===== config.mk =====
export PLATFORM = sky130hd
export DESIGN_NAME = wste_queue
export DESIGN_NICKNAME = d
export VERILOG_FILES = /design/src/design/wste_pkg.sv /design/src/design/wste_queue.sv
export SDC_FILE = /design/constraint.sdc
export NUM_CORES = 1
export LEC_CHECK = 0
export BUFFER_PORTS_ARGS = -buffer_cell sky130_fd_sc_hd__buf_2
export CORE_MARGIN = 3
export CORE_UTILIZATION = 52
export DETAILED_ROUTE_END_ITERATION = 16
export PLACE_DENSITY = 0.84
export SYNTH_ARGS = -nofsm -noshare
export SYNTH_HDL_FRONTEND = slang
export SYNTH_SLANG_ARGS = --single-unit

===== constraint.sdc =====
create_clock -name clk -period 7.3 [get_ports clk]
set_clock_uncertainty 0.1 [all_clocks]
set_input_delay 1.46 -clock clk [delete_from_list [all_inputs] [get_ports clk]]
set_output_delay 1.46 -clock clk [all_outputs]
set_load 0.02 [all_outputs]

===== src/design/wste_pkg.sv =====
`timescale 1ns / 1ps
// ----------------------------------------------------------------------------
// wste_pkg
// Shared types and constants of the weighted sampling tree engine.
// ----------------------------------------------------------------------------
package wste_pkg;

  localparam int WB        = 32;          // weight width
  localparam int TREES     = 26;
  localparam int LEAVES    = 729;
  localparam int RADIX     = 9;
  localparam int SUMS      = RADIX - 1;   // left sums per node
  localparam int LEVELS    = 3;           // internal levels
  localparam int INTERNAL  = 91;          // internal nodes per tree
  localparam int ROWS      = TREES * INTERNAL;
  localparam int AW        = $clog2(ROWS);

  typedef enum logic [1:0] {
    CMD_ADD       = 2'd0,
    CMD_SUB       = 2'd1,
    CMD_SAMPLE    = 2'd2,
    CMD_SAMPLE_RM = 2'd3
  } cmd_t;

  localparam logic [1:0] STAT_OK    = 2'd0;
  localparam logic [1:0] STAT_EMPTY = 2'd1;
  localparam logic [1:0] STAT_RANGE = 2'd2;

  typedef enum logic [1:0] {
    ST_IDLE,
    ST_RD,
    ST_EX
  } bstate_t;

  typedef logic [SUMS-1:0][WB-1:0] row_t;
  typedef logic [LEVELS-1:0][3:0]  digits_t;   // [0] is the root's child

  typedef struct packed {
    cmd_t             cmd;
    logic             tree_ok;
    logic             leaf_ok;
    logic [4:0]       tree;
    logic [AW-1:0]    base;
    digits_t          dig;
    logic [WB-1:0]    delta;
    logic [WB-1:0]    query;
  } qent_t;

endpackage


===== src/design/wste_queue.sv =====
`timescale 1ns / 1ps
// ----------------------------------------------------------------------------
// wste_queue
// Two-entry queue between the front and the back.
// ----------------------------------------------------------------------------
module wste_queue (
  input  logic             clk,
  input  logic             rst,
  input  logic             push,
  input  wste_pkg::qent_t  din,
  output logic             full,
  input  logic             pop,
  output logic             nonempty,
  output wste_pkg::qent_t  dout
);
  import wste_pkg::*;

  qent_t      entries [2];
  logic       wptr, rptr;
  logic [1:0] count;

  assign full     = count == 2'd2;
  assign nonempty = count != 2'd0;
  assign dout     = entries[rptr];

  always_ff @(posedge clk) begin
    if (rst) begin
      wptr  <= 1'b0;
      rptr  <= 1'b0;
      count <= 2'd0;
    end else begin
      if (push) wptr <= ~wptr;
      if (pop)  rptr <= ~rptr;
      count <= count + 2'(push) - 2'(pop);
    end
  end

  always_ff @(posedge clk) begin
    if (push) entries[wptr] <= din;
  end

endmodule


# [Yosys cells after proc, flatten, opt, wreduce, memory -nomap -nowiden]
# Memories as Yosys holds them, arrays and structs flattened. A register that Yosys moved wholly into a read port is not among the register bits.
# Index checks and enable logic that the tools add are counted.
[word_totals] regBits=4 latch_bits=0 ram_bits=194 romBits=0 input_bits=101 output_inout_bits=99 word_cells=14 mem_count=1
[mem_list] name="entries" depth=2 word_bits=97 rd=1 rd_ports_with_merged_regs=1 wr=1 line_no="wste_queue.sv:18" rtl="qent_t entries [2];"
[classes] n_addsub=2 mul=0 div_mod_pow=0 magnitude_cmp=0 eq_ne=1 n_shift=0 mux=4 bitwise_logic=2 n_reduce_logical=1
[op_table] operator="$mux W1" n=4
[op_table] operator="$add A2 B1 Y2" n=1
[op_table] operator="$eq A2 B2 Y1 const B" n=1
[op_table] operator="$not A1 Y1" n=2
[op_table] operator="$reduce_bool A2 Y1" n=1
[op_table] operator="$sub A2 B1 Y2" n=1

# [Depth between registers and ports, before layout]
# Gate-level depths: netlist (run 1).
[logic_depth] ltp_word=3 ltp_mapped=6 ltp_nobuf=6

# [Worst setup path after synthesis (run 1)]
# OpenSTA, ideal clock, no wires.
[synth_timing] kind="input to register" startpoint="input push" endpoint="memory entries[0][0] (netlist name) (enable)" setup_time_ns=0.565 arrival_ns=5.684 t_required_ns=6.635 setup_slack_ns=0.951 stages=1 path_buffers=0 path_cell_list="nor2b_1"
[synth_between] elab_chain_len=2
[synth_lines] element="start, declared" line_no="wste_queue.sv:9" rtl="input logic push,"
[synth_lines] element="$mux W1" line_no="wste_queue.sv:39" rtl="if (push) entries[wptr] <= din;"
[synth_lines] element="$mux W1 (not written as such)" line_no="wste_queue.sv:39"
[synth_lines] element="end, declared" line_no="wste_queue.sv:18"
# Every way passes these cells.

==> results.tsv, run 1 <==
metric	value	unit
result_of_the_run	complete, no violations	
placed_cell_area	8509	µm²
cts_setup_buffers	0	
clk-insertion-delay-late	0.42	ns
ctsLongestPathBuffers	2	
dr.pass1.iters	4	
die_height	124.8	µm
critical_path.cell_chain	buf_4 -> mux2_2 -> buf_2	
synthesis.instances	323	
worstReg2RegStart	wptr	
clk_pin_slew	0.06	ns
num-nets-final	637	
postSynth.topFlopCell	edfxtp_1	
hold_class	reg -> reg	
slew_violations	0	
timing.critical_path.required	5.74	ns
post-route-min-period	4.157	ns
crit_path_end_kind	output port	
globalRouteMet3Util	6.604	%
grt_first_pass_wirelength	20740	µm
synth.lib_cells_used.distinct	14	
floorplan.die_area	15570	µm²
floorplan.core_area	13510	µm²
detail-route-antenna-nets	0	
synth.cell_area	7336	µm²
post-route-period-util	56.94	%
grt_overflow_total	0	
viasPerCell	5.057	
largest_fanout_on_the_critical_path	51	
synth.area.top_cells	edfxtp_1 (79%), mux2_2 (10%), mux2_4 (6.1%)	
cts.sinks	199	
vias_in_the_first_global_route	3913	
use_met1	21.65	%
die_x	124.8	µm
power_per_cell_area	277.2	nW/µm²
net_count_of_the_mapped_netlist	426	
power	2501	µW
post-synth-top-count-cell	edfxtp_1	
grt.busiest_layer	met2	
finalHoldViolCount	0	
grt_max_degree	54	
track_usage	17.47	%
setup_violations	0	
tritoncts	yes	
grt_setup_unrepaired	false	
drv_cap	0	
cts_inserted_buffers	17	
critPathKind	reg -> out	
fmaxAchievable	240.6	MHz
yosys.area.top_type_share	79.41	%
gp_routability_congestion	0.7546	
cts_root_buf	clkbuf_16	
post_cts_resize_count	0	
port_buffer_count	199	
synth_area_leader_cell	edfxtp_1	
worst_path_max_delay_cell	dfxtp_4	
design_area	9022	µm²
groute.layer.met2.usage	28.66	%
vias	3651	
netlist_top_cells_count	edfxtp_1 (194), mux2_2 (67), mux2_4 (30)	
synth_enable_flop_cells	194	
p_leak	0.003455	µW
max_slew_margin	50.74	%
rows	42	
critical_path_start_type	register	
synth-seq-area-share	80.78	%
setup_total_negative_slack	0	ns
drt_drc_violations_left	0	
postRouteWirelength	13370	µm
async_reset_ff_share	0	%
synth.avg_cell_area	22.71	µm²
cts.htree.levels	4	
antenna_violations_before_repair	0	
post-dp-hpwl	9224	µm
wl_cell	18.52	µm
diodes	0	
area_growth_syn_to_layout	22.99	%
hold_start	rptr	
synth-warning-count	0	
dr.first_iter.drc_count	284	
drive_above_1_share	60.62	%
cts_hold_buf	0	
instances_no_fill	722	
io_pins	200	
placed_cells	691	
worst-slew-pin-transition	0.7389	ns
ys_seq_elements	199	
maximum_ir_drop_on_the_vdd_rail	180.2	µV
utilization	66.81	%
critical-path-max-stage-delay	0.82	ns
timing.critical_path.arrival	2.60	ns
floorplan.initialDensity	54.32	%
[logic make-up after synthesis]
logic type / synth area share, %
DFF: 80.78
muxes: 16.42
buffers and inverters: 1.279
and+or+nand+nor: 0.6312
xor gates and xnor gates: 0.5458
adders and majority gates: 0.3411
[worst max-delay path: cells and delay by family, from the launching register on]
family / cells / cell delay (ns)
buffers and inverters: 2 / 0.88
flip-flops: 1 / 0.82
multiplexers: 1 / 0.42
[per-layer routing]
layer / share of wire, % / up-vias / wire length, µm
met2: 50 / 147 / 6727
met3: 8.0 / 14 / 1073
li1: - / 1700 / -
met1: 40 / 1790 / 5408
met4: 1.2 / 0 / 164
met5: 0 / - / 0
[cell usage in the layout, fill, tap and decap left out]
cell type   Yosys  layout
and2_4          0       1
buf_2           6     199
buf_4           0       4
clkbuf_1        0       1
clkbuf_16       0      17
clkinv_1        0       3
clkinv_2        0       3
clkinv_4        0       2
clkinvlp_4      0       3
dfxtp_1         5       4
dfxtp_4         0       1
edfxtp_1      194     194
ha_1            2       2
inv_1           2       2
inv_6           0       2
mux2_2         67      67
mux2_4         30      30
nor2_1          4       4
nor2b_1         3       2
nor2b_4         0       1
or2_2           1       1
xnor2_1         2       2
xnor3_1         1       1
[power breakdown]
group	internal, µW	switching (µW)	total (µW)
clock network	430	379	810
logic	142	185	327
registers	1330	30.1	1360
[through the flow]
step	setup WS [ns]	hold slack, ns
after floorplan	0.9508	0.3799
after detailed placement	3.577	0.4212
after global placement	3.645	0.3910
after CTS	3.113	0.4483
after global routing	2.995	0.4580
final	3.143	0.4351
[worst paths after layout]
path / endpoint / slack, ns / depth (start not counted)
setup reg to reg: entries[1][46] / 5.08 / 2
setup / recovery: dout[45] / 3.14 / 3
hold reg to reg: rptr / 0.44 / 2
hold / removal: rptr / 0.44 / 2
[final cells by class]
type                            instances  area, µm²
Timing Repair Buffer                  203       1026
Clock buffer                           18      429.2
Inverter                                2      7.507
Multi-Input combinational cell        111       1326
Clock inverter                         13      83.83
Sequential cell                       199       5929
Fill cell                             929       4483
Tap cell                              176      220.2
[sequential cells by signal (all words and copies together), names as in the netlist, named ones only]
name and flops:
count 2, wptr 1, entries 194, rptr 1
No activity file was read; power rests on OpenSTA's default activity.
==> inputs of run 2 (changes only) <==
clock period = 4.1 ns   (was 7.3 ns; I/O delays follow)
==> results.tsv, run 2 (same netlist as run 1, synthesis figures left out) <==
metric	value	unit	change
result_of_the_run	complete, no violations		
drive_above_1_share	60.62	%	unchanged
max_flop_register	entries		
timing.critical_path.required	3.18	ns	-2.56 ns
cts_hold_buf	0		unchanged
grt_max_degree	98		+81%
postRouteWirelength	13000	µm	-2.8%
grt_first_pass_wirelength	20660	µm	-0.40%
detail-route-antenna-nets	0		unchanged
die_x	124.8	µm	unchanged
crit_path_end_kind	output port		
floorplan.core_area	13510	µm²	unchanged
grt_setup_unrepaired	false		
worst-slew-pin-transition	0.6998	ns	-0.03908 ns
p_leak	0.003458	µW	about the same
cts_setup_buffers	0		unchanged
critPathKind	reg -> out		
final.setup.worst_slack	1.081	ns	-2.062 ns
tritoncts	yes		
drt_drc_violations_left	0		unchanged
hold-worst-slack	0.4221	ns	-0.01291 ns
hold_class	reg -> reg		
most_frequent_standard_cell_in_the_layout_excluding_fill_and_tap_cells	buf_2		
power_per_cell_area	492.8	nW/µm²	+78%
post-route-period-util	73.64	%	
flip_flop_count_of_the_largest_register_after_layout	194		unchanged
placed_cell_area	8547	µm²	+0.44%
critical_path_start_type	register		
fmaxAchievable	331.2	MHz	
vias	3683		+0.88%
critical_path.cell_chain	buf_12 -> mux2_2 -> buf_2		
utilization	67.09	%	+0.29 points
critical-path-max-stage-delay	0.72	ns	-0.10 ns
largest_fanout_on_the_critical_path	48		-5.9%
dr.pass1.iters	4		unchanged
dr.first_iter.drc_count	250		-12%
finalHoldViolCount	0		unchanged
track_usage	17.08	%	-0.39 points
worst_path_max_delay_cell	dfxtp_4		
cts_root_buf	clkbuf_16		
design_area	9061	µm²	+0.43%
cts.htree.levels	4		unchanged
setup_total_negative_slack	0	ns	unchanged
floorplan.initialDensity	54.32	%	unchanged
r2r_setup_slack	2.26	ns	-2.82 ns
maximum_ir_drop_on_the_vdd_rail	280.2	µV	+55%
rows	42		unchanged
die_height	124.8	µm	unchanged
setup_violations	0		unchanged
antenna_violations_before_repair	0		unchanged
dp_slack	1.508	ns	-2.069 ns
post-dp-hpwl	8797	µm	-4.6%
floorplan.die_area	15570	µm²	unchanged
wl_cell	18.00	µm	-2.8%
ctsLongestPathBuffers	2		unchanged
post_cts_resize_count	0		unchanged
layout_common_cells	buf_2 (199), edfxtp_1 (194), mux2_2 (67)		
area_growth_syn_to_layout	23.52	%	
cp.buffers_inverters	2		unchanged
viasPerCell	5.101		+0.88%
biggestRegsByFlops	entries: 194 flops, count: 2 flops		
post-route-min-period	3.019	ns	
io_pins	200		unchanged
vias_in_the_first_global_route	4028		+2.9%
num-nets-final	637		unchanged
cts_inserted_buffers	17		unchanged
clk_pin_slew	0.06	ns	about the same
cpLargestDelayFamily	flip-flops		
grt_overflow_total	0		unchanged
gp_routability_congestion	0.7317		-3.0%
diodes	0		unchanged
slew_violations	0		unchanged
cts.sinks	199		unchanged
timing.critical_path.arrival	2.10	ns	-0.50 ns
max_slew_margin	53.34	%	+2.6 points
drv_cap	0		unchanged
clk-insertion-delay-late	0.41	ns	about the same
port_buffer_count	199		unchanged
run 2: changes by cell type in the layout (fill, tap and decap cells not counted), sizes merged:
cell,before,now
clkbuf,18,19
clkinvlp,3,5
clkinv,8,5
run 2: power by group:
group / switching, µW / internal, µW
clock network: 680 / 769
logic: 335 / 259
registers: 48.6 / 2370
run 2: final cells by class:
class	count	area [µm²]
Tap cell	176	220.2
Multi-Input combinational cell	111	1326
Inverter	2	7.507
Clock buffer	19	432.9
Sequential cell	199	5929
Fill cell	901	4444
Timing Repair Buffer	203	1064
Clock inverter	12	81.33
run 2: routing by layer:
| metal | share of wire, % | track usage, % |
|---|---|---|
| met2 | 52 | 29.48 |
| met5 | 0 | 0 |
| met3 | 6.8 | 5.789 |
| met4 | 1.7 | 6.641 |
| met1 | 40 | 19.68 |
run 2: path summary, 6_finish.rpt:
path / endpoint / startpoint / cells past startpoint
max: dout[51] / register / 3
min: register / rptr / 2
max reg2reg: entries[1][82] / wptr / 2
min reg2reg: register / rptr / 2
run 2: through the flow:
stage,cells,power (µW)
CTS,722,4505
floorplan,323,2854
global route,722,4639
detailed placement,691,3069
finish,722,4466
global placement,691,3043
run 2: worst register-to-register path, cell delays in order, from the launching register on:
cell	delay, ns
dfxtp_1	0.40
and2_4	0.63
buf_12	0.35
==> inputs of run 3 (changes only) <==
clock period = 2.9 ns   (was 4.1 ns; I/O delays follow)
==> results.tsv, run 3 (same netlist as run 1, synthesis figures left out) <==
metric	value	unit	change
drv_cap	0		unchanged
post-route-period-util	88.32	%	
cts.htree.levels	4		unchanged
post-dp-hpwl	8707	µm	-1.0%
timing.critical_path.required	2.22	ns	-0.96 ns
grt_max_degree	98		unchanged
clk-insertion-delay-late	0.42	ns	about the same
p_int	4992	µW	+47%
cts_inserted_buffers	17		unchanged
r2r_setup_slack	1.27	ns	-0.99 ns
max_slew_margin	58.64	%	+5.3 points
layout_common_cells	buf_2 (199), edfxtp_1 (194), mux2_2 (67)		
floorplan.initialDensity	54.32	%	unchanged
drive_above_1_share	60.77	%	+0.14 points
slew_violations	0		unchanged
timing.critical_path.arrival	1.88	ns	-0.22 ns
detail-route-antenna-nets	0		unchanged
grt_first_pass_wirelength	20870	µm	+1.0%
seq_power_share	52.2	%	-2.1 points
wl_cell	18.11	µm	+0.57%
cts.sinks	199		unchanged
rows	42		unchanged
reg2reg_depth	2		unchanged
cts_setup_buffers	0		unchanged
p_leak	0.003507	µW	+1.4%
most_frequent_standard_cell_in_the_layout_excluding_fill_and_tap_cells	buf_2		
tritoncts	yes		
die_x	124.8	µm	unchanged
clk_pin_slew	0.07	ns	about the same
gp_routability_congestion	0.7022		-4.0%
hold_path_cell_cnt	1		-1
vias	3702		+0.52%
antenna_violations_before_repair	0		unchanged
critical_path_start_type	register		
utilization	67.60	%	+0.51 points
power.combinational.fraction	13.3	%	about the same
track_usage	17.26	%	+0.17 points
post_cts_resize_count	0		unchanged
hold_class	in -> reg		
cts_root_buf	clkbuf_16		
area_growth_syn_to_layout	24.46	%	
ctsLongestPathBuffers	2		unchanged
grt_setup_unrepaired	false		
maximum_ir_drop_on_the_vdd_rail	463.9	µV	+66%
power.switching_fraction	23.39	%	-0.41 points
switching_power	1524	µW	+43%
critPathKind	reg -> out		
die_height	124.8	µm	unchanged
worstReg2RegStart	wptr		
hold_start	din[55]		
crit_path_end_kind	output port		
dr.first_iter.drc_count	268		+7.2%
count_of_filler_cells_inserted_in_the_layout	893		-0.89%
io_pins	200		unchanged
flip_flop_count_of_the_largest_register_after_layout	194		unchanged
clock_power_share	34.5	%	+2.0 points
diodes	0		unchanged
num-nets-final	638		+0.16%
setup_violations	0		unchanged
drt_drc_violations_left	0		unchanged
power_per_cell_area	713.7	nW/µm²	+45%
worst-slew-pin-transition	0.6204	ns	-0.07943 ns
post-route-min-period	2.561	ns	
postRouteWirelength	13110	µm	+0.85%
setup_total_negative_slack	0	ns	unchanged
finalHoldViolCount	0		unchanged
cts_hold_buf	0		unchanged
fmaxAchievable	390.4	MHz	
max_flop_register	entries		
floorplan.core_area	13510	µm²	unchanged
timing.hold.worst_endpoint	entries[1][55]		
vias_in_the_first_global_route	4039		+0.27%
biggestRegsByFlops	entries: 194 flops, count: 2 flops		
floorplan.die_area	15570	µm²	unchanged
largest_fanout_on_the_critical_path	97		+100%
viasPerCell	5.113		+0.24%
r2r_end	entries[0][79]		
grt_overflow_total	0		unchanged
result_of_the_run	complete, no violations		
dr.pass1.iters	4		unchanged
port_buffer_count	199		unchanged
[run 3: changes by cell type in the layout (fill, tap and decap cells not counted), sizes merged]
| cell | change |
|---|---|
| buf | +1 |
| bufinv | +2 |
| clkinv | +3 |
| clkinvlp | -4 |
[run 3: worst max-delay path, cell delays in order, from the launching register on]
cell,delay (ns)
dfxtp_4,0.35
buf_12,0.43
mux2_2,0.42
buf_2,0.16
[run 3: per-stage QoR]
| step | setup slack [ns] | instance area [µm²] | total power [µW] | hold WS [ns] | std cells |
|---|---|---|---|---|---|
| floorplan | 0.3257 | 7345 | 4028 | 0.3799 | 323 |
| global placement | 0.8113 | 8567 | 4307 | 0.3938 | 692 |
| detailed placement | 0.8001 | 8567 | 4342 | 0.4013 | 692 |
| CTS | 0.3339 | 9130 | 6569 | 0.2249 | 724 |
| global route | 0.2640 | 9130 | 6750 | 0.2233 | 724 |
| finish | 0.3388 | 9130 | 6516 | 0.2413 | 724 |
[run 3: worst max-delay path by stage]
| stage | slack (ns) | endpoint | cells after the start |
|---|---|---|---|
| floorplan | 0.33 | entries[0][0] | 1 |
| global placement | 0.81 | dout[19] | 3 |
| detailed placement | 0.80 | dout[19] | 3 |
| CTS | 0.33 | dout[19] | 3 |
| global route | 0.26 | dout[19] | 3 |
| finish | 0.34 | dout[96] | 3 |
[run 3: cell type report]
cell class / instances / area, µm² / area share, %
Clock buffer: 19 / 432.9 / 4.742
Clock inverter: 13 / 130.1 / 1.425
Inverter: 2 / 7.507 / 0.08223
Multi-Input combinational cell: 111 / 1326 / 14.53
Sequential cell: 199 / 5929 / 64.94
Tap cell: 176 / 220.2 / 2.412
Timing Repair Buffer: 204 / 1084 / 11.87
[run 3: layer usage]
metal / vias up / GRT usage [%] / part of all wire [%]
met4: 0 / 5.932 / 1.3
li1: 1696 / - / -
met1: 1828 / 19.29 / 37
met3: 15 / 7.033 / 9.2
met2: 163 / 29.93 / 52
met5: - / 0 / 0
[run 3: power groups by stage]
stage	clock network (µW)	logic [µW]	registers [µW]
finish	2250	868	3400
floorplan	0	575	3450
CTS	2280	882	3400
global route	2410	928	3420
global placement	0	855	3450
detailed placement	0	876	3470
