File: config.mk
export PLATFORM = sky130hd
export DESIGN_NAME = wste_front
export DESIGN_NICKNAME = d
export VERILOG_FILES = /design/src/design/wste_pkg.sv /design/src/design/wste_front.sv
export SDC_FILE = /design/constraint.sdc
export NUM_CORES = 1
export LEC_CHECK = 0
export BUFFER_PORTS_ARGS = -buffer_cell sky130_fd_sc_hd__buf_2
export CAP_MARGIN = 20
export CORE_ASPECT_RATIO = 0.8
export CORE_MARGIN = 2
export CORE_UTILIZATION = 48
export DETAILED_ROUTE_END_ITERATION = 10
export GPL_ROUTABILITY_DRIVEN = 1
export PLACE_DENSITY = 0.89
export SLEW_MARGIN = 25
export SYNTH_ARGS = -nofsm -noshare
export SYNTH_HDL_FRONTEND = slang
export SYNTH_SLANG_ARGS = --single-unit
File: constraint.sdc
create_clock -name vclk -period 15.6
set_clock_uncertainty 0.2 [all_clocks]
set_input_delay 0.78 -clock vclk [all_inputs]
set_output_delay 0.78 -clock vclk [all_outputs]
set_load 0.02 [all_outputs]
File: src/design/wste_pkg.sv
`timescale 1ns / 1ps
// ----------------------------------------------------------------------------
// wste_pkg
// Shared types and constants of the weighted sampling tree engine.
// ----------------------------------------------------------------------------
package wste_pkg;

  localparam int WB        = 32;          // weight width
  localparam int TREES     = 26;
  localparam int LEAVES    = 729;
  localparam int RADIX     = 9;
  localparam int SUMS      = RADIX - 1;   // left sums per node
  localparam int LEVELS    = 3;           // internal levels
  localparam int INTERNAL  = 91;          // internal nodes per tree
  localparam int ROWS      = TREES * INTERNAL;
  localparam int AW        = $clog2(ROWS);

  typedef enum logic [1:0] {
    CMD_ADD       = 2'd0,
    CMD_SUB       = 2'd1,
    CMD_SAMPLE    = 2'd2,
    CMD_SAMPLE_RM = 2'd3
  } cmd_t;

  localparam logic [1:0] STAT_OK    = 2'd0;
  localparam logic [1:0] STAT_EMPTY = 2'd1;
  localparam logic [1:0] STAT_RANGE = 2'd2;

  typedef enum logic [1:0] {
    ST_IDLE,
    ST_RD,
    ST_EX
  } bstate_t;

  typedef logic [SUMS-1:0][WB-1:0] row_t;
  typedef logic [LEVELS-1:0][3:0]  digits_t;   // [0] is the root's child

  typedef struct packed {
    cmd_t             cmd;
    logic             tree_ok;
    logic             leaf_ok;
    logic [4:0]       tree;
    logic [AW-1:0]    base;
    digits_t          dig;
    logic [WB-1:0]    delta;
    logic [WB-1:0]    query;
  } qent_t;

endpackage

File: src/design/wste_front.sv
`timescale 1ns / 1ps
// ----------------------------------------------------------------------------
// wste_front
// Classifies an incoming item: range checks, leaf path digits, row base.
// ----------------------------------------------------------------------------
module wste_front (
  input  logic [1:0]           cmd,
  input  logic [4:0]           tree_select,
  input  logic [9:0]           leaf,
  input  logic [31:0]          delta,
  input  logic [31:0]          query,
  output wste_pkg::qent_t      ent
);
  import wste_pkg::*;

  logic [3:0] d2, d1, d0;
  logic [9:0] r1;

  always_comb begin
    d2 = '0;
    for (int k = 1; k < RADIX; k++) begin
      d2 = d2 + 4'(leaf >= 10'(k * RADIX * RADIX));
    end
    r1 = leaf - 10'(d2) * 10'(RADIX * RADIX);
    d1 = '0;
    for (int k = 1; k < RADIX; k++) begin
      d1 = d1 + 4'(r1 >= 10'(k * RADIX));
    end
    d0 = 4'(r1 - 10'(d1) * 10'(RADIX));

    ent.cmd     = cmd_t'(cmd);
    ent.tree_ok = tree_select < 5'(TREES);
    ent.leaf_ok = leaf < 10'(LEAVES);
    ent.tree    = tree_select;
    ent.base    = AW'(tree_select) * AW'(INTERNAL);
    ent.dig     = {d0, d1, d2};
    ent.delta   = delta;
    ent.query   = query;
  end

endmodule

* Word-level counts from Yosys, hierarchy flattened
Cells that the tools add are included.
Operators by class: multipliers 3, $add $sub $neg 16, $lt $le $gt $ge 18
Operator list (number):
- 10-bit by 6-bit >= comparator with 1-bit output (second input constant) | 4
- 4-bit by 1-bit adder with 4-bit output | 8
- 10-bit by 9-bit >= comparator with 1-bit output (second input constant) | 3
- 10-bit >= comparator (second input constant) | 2
- 10-bit by 5-bit >= comparator with 1-bit output (second input constant) | 2
- 10-bit by 7-bit >= comparator with 1-bit output (second input constant) | 2
- 10-bit by 8-bit >= comparator with 1-bit output (second input constant) | 2
- 5-bit by 7-bit multiplier with 12-bit output (second input constant) | 1
- 10-bit by 4-bit >= comparator with 1-bit output (second input constant) | 1
- 10-bit < comparator (second input constant) | 1
- 4-bit by 7-bit multiplier with 10-bit output (second input constant) | 1
- 10-bit subtractor | 1
- 3-bit by 1-bit adder with 4-bit output | 2
- 2-bit by 1-bit adder with 3-bit output | 2
- 5-bit < comparator (second input constant) | 1
- 1-bit by 1-bit adder with 2-bit output | 2
- 4-bit by 4-bit multiplier with 4-bit output (second input constant) | 1
- 4-bit subtractor | 1
Storage, ports and cells: input bits 81, word-level logic and storage cells 37, output and inout port bits 97, bits in registers 0

* Logic depth before layout (Yosys ltp)
Gate-level depths: netlist (run 1).
depth in word-level cells 20, mapped depth 37, depth with buffers taken out 36

* Worst setup path after synthesis (run 1)
Ideal clock, no wire load.
kind input to output, start point input port leaf[2], end point output port ent[75] in the netlist's numbering, cell stages on the path 36, data required time 14.620 ns, arrival time 9.972 ns, path slack 4.648 ns, path buffers 1, cell sequence clkbuf_1 > o41ai_1 > a21oi_1 > nor4_1 > fa_1 > inv_1 > fa_1 > inv_1 > fa_1 > inv_1 > ha_1 > inv_1 > fa_1 > inv_1 > ha_1 > fa_1 > inv_1 > ha_1 > nand2_1 > nor2_1 > a221oi_2 > xnor2_1 > nor4_4 > nand3_1 > fa_1 > fa_1 > fa_1 > ha_1 > inv_1 > fa_1 > fa_1 > ha_1 > a21o_1 > a21oi_1 > xnor2_1 > xor2_1
RTL lines:
- start: declaration | line wste_front.sv:9 | input logic [9:0] leaf,
- end: declaration | line wste_front.sv:12 | output wste_pkg::qent_t ent

==> summary.md, run 1 <==
| Metric | Value |
|---|---|
| Crit path top cell by count | `fa_1` |
| Seq/Total Area, Yosys | `0` |
| Vias in the first global route | `2057` |
| Drt first pass iters | `4` |
| GRT Resource Usage Total | `0.170` |
| Via count | `2067` |
| FP Rows | `24` |
| CP required | `14.62 ns` |
| Yosys top cell by area | `ha_1` |
| Wirelength per Cell | `14.3 um` |
| Iter 0 DRT Violations | `87` |
| Remaining global-route overflow | `0` |
| Synth unique cells | `40` |
| Post-synth top area share | `0.226` |
| Reg area | `0 um^2` |
| Setup crit start kind | `input port` |
| Post-layout min period | `11.39 ns` |
| IO buf count | `46` |
| Global-route wire length before repair | `8890 um` |
| Share of layout cells above drive strength 1 | `0.175` |
| Slowest CP cell | `fa_1` |
| Post-synth net total | `481` |
| Relative slew slack | `0.492` |
| Initial antenna violation count | `0` |
| Die ar. | `6160 um^2` |
| DR vias/cell | `5.54` |
| Fmax achieved | `0.0878 GHz` |
| Core area | `5410 um^2` |
| Hold depth | `0` |
| Status | `finished, final reports clean` |
| Placer Congestion | `0.898` |
| RSZ-0062 raised after global routing | `false` |
| Final WL | `5340 um` |
| Postcts setup bufs | `0` |
| Seq cells | `0` |
| Mean Syn Cell Area | `7.94 um^2` |
| CP max stage delay | `0.55 ns` |
| Final period util | `0.730` |
| # IOs | `178` |
| # hold bufs at CTS | `0` |
| Post-route antenna net violation count | `0` |
| PostCTS Resize Cnt | `0` |
| ANT cells | `0` |
| Worst min-delay path class | `input port to primary output` |
| Critical Path Sink | `ent[75]` |
| Post-synthesis cell count | `335` |
| Mapped cell area | `2660 um^2` |
| Fin Setup TNS | `0 ns` |
| Max-cap viol count | `0` |
| Initial core utilization | `0.492` |
| Largest net degree at the start of global routing | `12` |
| Die H | `70.6 um` |
| Synth Warn # | `0` |
| Max FO, Critical Path | `11` |
| CLK BUF | `0` |
| Design Area, Final | `2430 um^2` |
| CP Capture Type | `primary output` |
| Count of final hold-check violations | `0` |
| Critical Path AT | `10.41 ns` |
| Die width | `87.3 um` |
| Pins Over Slew Limit | `0` |
| Worst-Margin Slew | `0.757 ns` |
| Post-DP HPWL | `4690 um` |
| Setup Crit Path Kind | `input port to primary output` |
| Placed cell area | `2430 um^2` |
| Drt drc | `0` |
| Final nets | `456` |
| Synth top area cells | `ha_1, buf_4, fa_1` |
| Final setup viols | `0` |
| Crit path launch | `leaf[2]` |
| Area Overhead vs Synth | `-8.74%` |
==> logic make-up after synthesis <==
family	Yosys count	share of synthesized area
simple gates	47	0.0959
buf+inv	131	0.286
fa+ha+maj	65	0.354
xor+xnor	31	0.105
compound gates	61	0.159
==> per-layer routing <==
| layer | track usage | wire length [um] | vias to the layer above |
|---|---|---|---|
| met3 | 0.0245 | 443 | 26 |
| li1 | - | - | 996 |
| met5 | 0 | 0 | - |
| met4 | 0.0547 | 149 | 0 |
| met2 | 0.294 | 2460 | 88 |
| met1 | 0.217 | 2290 | 957 |
==> worst max-delay path, delay by kind of cell <==
kind,cells,cell delay [ns]
xor gates and xnor gates,5,1.00
adders and majority gates,14,5.48
buffers and inverters,8,0.78
and+or+nand+nor,4,0.97
AOI/OAI and AO/OA,6,1.42
==> stage by stage <==
stage	setup WS [ns]	hold WS [ns]	instances	util
after global routing	3.48	1.36	373	0.449
after CTS	4.21	1.36	373	0.449
after global placement	4.50	1.36	373	0.449
after floorplan	4.65	1.47	335	-
final	4.21	1.36	373	0.449
after detailed placement	4.24	1.36	373	0.449
==> synth_stat cells <==
cell type / instances
clkbuf_1: 1
and2_4: 1
nor2_1: 9
nand2_2: 1
nor4_1: 2
a211oi_1: 2
nor3_1: 4
o31ai_1: 1
a221oi_4: 1
o21a_1: 2
o311ai_0: 2
o41ai_1: 5
buf_4: 72
nand2_1: 11
and2_1: 1
fa_1: 17
ha_1: 48
a211o_1: 1
nand4_1: 1
a21o_1: 5
xor2_2: 1
nor2b_1: 3
nand4b_1: 1
o31ai_2: 1
a221oi_2: 1
a22oi_1: 1
a31oi_1: 2
inv_1: 58
a41oi_1: 1
a2111o_1: 2
xnor2_1: 23
nand3_1: 9
xor2_1: 7
or3_1: 1
o21ai_0: 13
nand2b_4: 1
nand2b_1: 1
a221oi_1: 1
nor4_4: 1
a21oi_1: 20
==> final cells by class <==
type                            instances  area (um^2)
Fill cell                             518         2980
Multi-Input combinational cell        204         1900
Timing Repair Buffer                   46          230
Inverter                               58          218
Tap cell                               65         81.3
==> placed cells by master (no fill, tap or decap), types with 2 or more instances in the layout <==
| cell | n |
|---|---|
| xor2_1 | 7 |
| nor4_1 | 2 |
| nand2_1 | 11 |
| nor2_1 | 9 |
| o41ai_1 | 5 |
| o311ai_0 | 2 |
| ha_1 | 48 |
| a21oi_1 | 20 |
| o21ai_0 | 13 |
| a21o_1 | 5 |
| a2111o_1 | 2 |
| nor3_1 | 4 |
| fa_1 | 17 |
| nand3_1 | 9 |
| o21a_1 | 2 |
| a31oi_1 | 2 |
| buf_2 | 46 |
| xnor2_1 | 23 |
| nor2b_1 | 3 |
| a211oi_1 | 2 |
| inv_1 | 58 |
==> how the worst min path moves through the flow <==
stage | from | endpoint | slack (ns)
finish | query[0] | ent[0] | 1.36
global route | query[0] | ent[0] | 1.36
CTS | query[15] | ent[15] | 1.36
detailed placement | query[15] | ent[15] | 1.36
global placement | query[15] | ent[15] | 1.36
floorplan | query[0] | ent[0] | 1.47
Power of run 1 is not shown: default switching activity piles up to over one toggle a cycle in this logic, so the estimate is an artifact.
==> run 2, diff against run 1 <==
Settings changed: CORE_UTILIZATION 48 to 45, PLACE_DENSITY 0.89 to 0.84.
Clock period 15.6 ns to 11.4 ns, I/O delays scaled along.
==> run 2 against run 1 <==
Hold slack got worse by 0.42 ns. Clock-buffer cell count unchanged. Routed wire length decreased by 8.9%. Critical path type unchanged. Sequential share of layout area unchanged. Critical path depth unchanged. Final cell count increased by 4.6%. Non-clock buffer count increased by 1. Die area increased by 6.3%. Flip-flop and latch count unchanged. Highest routed layer unchanged.
==> summary.md, run 2 (same netlist as run 1, synthesis figures left out) <==
| Metric | Value |
|---|---|
| Critical Path AT | `10.09 ns (-0.32 ns)` |
| CP required | `10.63 ns (-3.99 ns)` |
| Count of final hold-check violations | `0 (unchanged)` |
| Crit path launch | `leaf[2]` |
| Final nets | `457 (+0.22%)` |
| Share of layout cells above drive strength 1 | `0.204 (+0.0286)` |
| Iter 0 DRT Violations | `101 (+16%)` |
| Slowest CP cell | `fa_1` |
| Commonest non-fill, non-tap cells in the layout | `inv_1, ha_1, buf_2` |
| Post-DP HPWL | `4310 um (-8.1%)` |
| FP Rows | `25 (+4.2%)` |
| Max FO, Critical Path | `11 (unchanged)` |
| Status | `finished, final reports clean` |
| Wirelength per Cell | `12.5 um (-13%)` |
| Placer Congestion | `0.846 (-5.8%)` |
| Remaining global-route overflow | `0 (unchanged)` |
| Via count | `2003 (-3.1%)` |
| Fin Setup TNS | `0 ns (unchanged)` |
| ANT cells | `0 (unchanged)` |
| Final period util | `0.952` |
| DR vias/cell | `5.14 (-7.3%)` |
| Dpl ws | `0.313 ns (-3.93 ns)` |
| Post-layout min period | `10.86 ns` |
| Hold_ws | `0.940 ns (-0.420 ns)` |
| Relative slew slack | `0.530 (+0.0380)` |
| Die H | `72.8 um (+3.1%)` |
| Final WL | `4870 um (-8.9%)` |
| CP max stage delay | `0.55 ns (about the same)` |
| Drt drc | `0 (unchanged)` |
| Die width | `90.0 um (+3.1%)` |
| GRT Resource Usage Total | `0.141 (-0.0291)` |
| Drt first pass iters | `5 (+1)` |
| Crit path top cell by count | `fa_1` |
| Critical Path Sink | `ent[75]` |
| Vias in the first global route | `1823 (-11%)` |
| Worst-Margin Slew | `0.700 ns (-0.0566 ns)` |
| Post-Route Utilization | `0.430 (-0.0190)` |
| Setup Crit Path Kind | `input port to primary output` |
| Reg area | `0 um^2 (unchanged)` |
| Core area | `5820 um^2 (+7.6%)` |
| Final setup viols | `0 (unchanged)` |
| Global-route wire length before repair | `7920 um (-11%)` |
| Largest net degree at the start of global routing | `12 (unchanged)` |
| Initial core utilization | `0.457 (-0.0349)` |
| IO buf count | `46 (unchanged)` |
| Post-route antenna net violation count | `0 (unchanged)` |
| Die ar. | `6550 um^2 (+6.3%)` |
| Fmax achieved | `0.0921 GHz` |
| CLK BUF | `0 (unchanged)` |
| Worst setup margin | `0.542 ns (-3.67 ns)` |
| Worst min-delay path class | `input port to primary output` |
| # IOs | `178 (unchanged)` |
| Seq cells | `0 (unchanged)` |
| CP Capture Type | `primary output` |
| Setup crit start kind | `input port` |
| Area Overhead vs Synth | `-5.92%` |
| Most common cell after layout, fill and taps aside | `inv_1` |
| Max-cap viol count | `0 (unchanged)` |
| Pins Over Slew Limit | `0 (unchanged)` |
| Initial antenna violation count | `0 (unchanged)` |
run 2: changes by cell type in the layout (fill, tap and decap cells not counted), sizes merged:
cell / before / now
buf: 46 / 47
run 2: routing by layer:
metal | wire length, um | GRT usage | vias up | part of all wire
met5 | 0 | 0 | - | 0
met4 | 116 | 0.0427 | 0 | 0.024
met3 | 262 | 0.0207 | 14 | 0.054
met2 | 2450 | 0.262 | 61 | 0.50
met1 | 2040 | 0.172 | 934 | 0.42
li1 | - | - | 994 | -
run 2: worst max-delay path: cells and delay by family:
kind                       cells  cell delay [ns]
adders and majority gates     15             6.10
and+or+nand+nor                5             1.00
xor gates and xnor gates       3             0.46
AOI/OAI and AO/OA              5             1.08
buffers and inverters          9             0.89
run 2: final cells by class:
type,instances,area (um^2)
fillers,603,3310
inverters,58,218
multi-input cells,204,1950
well taps,81,101
repair buffers,47,238
run 2: stage by stage:
| step | std cells | area, um^2 |
|---|---|---|
| floorplan | 335 | 2660 |
| global placement | 389 | 2450 |
| detailed placement | 389 | 2450 |
| CTS | 389 | 2450 |
| global route | 390 | 2500 |
| finish | 390 | 2500 |
run 2: worst min-delay path by stage:
stage	depth (start not counted)	to	slack, ns	start
2_1_floorplan	1	ent[0]	1.05	query[0]
3_3_place_gp	0	ent[12]	0.94	query[12]
3_5_place_dp	0	ent[12]	0.94	query[12]
4_1_cts	0	ent[12]	0.94	query[12]
5_1_grt	0	ent[23]	0.94	query[23]
6_report	0	ent[14]	0.94	query[14]
run 2: repair_timing:
action,4_1_cts,5_1_grt
buffers inserted,0,1
endpoints found under the setup margin,0,1
hold buffers,0,0
resized for setup,0,8
Power of run 2 is left out for the same reason.
==> run 3, diff against run 2 <==
Settings changed: CELL_PAD_IN_SITES_DETAIL_PLACEMENT set to 0, CELL_PAD_IN_SITES_GLOBAL_PLACEMENT set to 1, CORE_UTILIZATION 45 to 30.
==> run 3 against run 2 <==
First-iteration DRC count decreased by 37%. Hold slack barely moved. Critical path depth stayed put. Final area rose by 0.80%. Utilization decreased by 14 points. Sequential share of layout area unchanged. Via count about the same. Maximum frequency grew 0.84%.
==> summary.md, run 3 (same netlist as run 1, synthesis figures left out) <==
| Metric | Value |
|---|---|
| Vias in the first global route | `1946 (+6.7%)` |
| Final WL | `5480 um (+13%)` |
| Commonest non-fill, non-tap cells in the layout | `inv_1, ha_1, buf_2` |
| Die ar. | `9650 um^2 (+47%)` |
| ANT cells | `0 (unchanged)` |
| Die width | `109 um (+21%)` |
| IO buf count | `46 (unchanged)` |
| Relative slew slack | `0.522 (-0.00719)` |
| Fmax achieved | `0.0929 GHz (+0.84%)` |
| Fillers | `962 (+60%)` |
| Die H | `88.2 um (+21%)` |
| Worst min-delay path class | `input port to primary output` |
| Crit path top cell by count | `fa_1` |
| Final period util | `0.945 (-0.00798)` |
| Count of final hold-check violations | `0 (unchanged)` |
| CLK BUF | `0 (unchanged)` |
| Fin Setup TNS | `0 ns (unchanged)` |
| Remaining global-route overflow | `0 (unchanged)` |
| Share of layout cells above drive strength 1 | `0.190 (-0.0142)` |
| Pins Over Slew Limit | `0 (unchanged)` |
| CP Capture Type | `primary output` |
| Via count | `2005 (+0.10%)` |
| Post-layout min period | `10.77 ns (-0.0909 ns)` |
| GRT Resource Usage Total | `0.111 (-0.0299)` |
| Drt first pass iters | `4 (-1)` |
| Placed cell area | `2490 um^2 (+1.9%)` |
| Initial core utilization | `0.311 (-0.146)` |
| Wirelength per Cell | `13.0 um (+3.8%)` |
| Critical Path AT | `10.00 ns (-0.09 ns)` |
| Hold_ws | `0.940 ns (-0.00000100 ns)` |
| Iter 0 DRT Violations | `64 (-37%)` |
| Crit path launch | `leaf[2]` |
| Status | `finished, final reports clean` |
| Setup crit start kind | `input port` |
| Seq cells | `0 (unchanged)` |
| # IOs | `178 (unchanged)` |
| Initial antenna violation count | `0 (unchanged)` |
| DR vias/cell | `4.74 (-7.7%)` |
| Worst-Margin Slew | `0.711 ns (+0.0107 ns)` |
| Setup Crit Path Kind | `input port to primary output` |
| Area Overhead vs Synth | `-5.17%` |
| Drt drc | `0 (unchanged)` |
| Post-DP HPWL | `4830 um (+12%)` |
| CP required | `10.63 ns (about the same)` |
| RSZ-0062 raised after global routing | `false` |
| Final setup viols | `0 (unchanged)` |
| Largest net degree at the start of global routing | `12 (unchanged)` |
| Post-route antenna net violation count | `0 (unchanged)` |
| CP max stage delay | `0.55 ns (about the same)` |
| FP Rows | `30 (+20%)` |
| Core area | `8560 um^2 (+47%)` |
| Final nets | `459 (+0.44%)` |
| Reg area | `0 um^2 (unchanged)` |
| Max FO, Critical Path | `11 (unchanged)` |
| Max-cap viol count | `0 (unchanged)` |
| Design Area, Final | `2520 um^2 (+0.80%)` |
| Slowest CP cell | `fa_1` |
| Most common cell after layout, fill and taps aside | `inv_1` |
| Global-route wire length before repair | `8900 um (+12%)` |
| Area occupied by multi-input gates | `1910 um^2 (-1.7%)` |
| Placer Congestion | `0.826 (-2.4%)` |
| Critical hold path startpoint | `query[24]` |
run 3: area by class of cell:
type,count,share of cell area
Multi-Input combinational cell,204,0.758
Timing Repair Buffer,49,0.100
Inverter,58,0.0863
Tap cell,112,0.0555
run 3: metrics by stage:
step | instances | utilization | setup slack, ns
finish | 423 | 0.295 | 0.632
global route | 423 | 0.295 | 0.0208
CTS | 421 | 0.292 | 0.457
detailed placement | 421 | 0.292 | 0.473
global placement | 421 | 0.292 | 0.706
floorplan | 335 | - | 0.868
run 3: repair_timing:
action / CTS / global route
hold buffers: 0 / 0
setup buffers: 0 / 2
resized for setup: 0 / 2
endpoints found under the setup margin: 0 / 1
run 3: worst max-delay path, delay by kind of cell:
kind	cells	cell delay, ns
buf+inv	9	0.85
xor+xnor	3	0.47
simple gates	5	0.89
compound gates	5	1.04
fa+ha+maj	15	6.17
run 3: final timing paths:
| check | end | slack, ns | cells after the start |
|---|---|---|---|
| setup / recovery | ent[75] | 0.63 | 37 |
| hold / removal | ent[24] | 0.94 | 0 |
run 3: routing by layer:
layer | up-vias | wire (um) | track usage
met5 | - | 0 | 0
met4 | 0 | 231 | 0.0460
met3 | 34 | 354 | 0.0110
met2 | 74 | 2440 | 0.182
met1 | 900 | 2460 | 0.150
li1 | 997 | - | -
Power of run 3 is left out for the same reason.
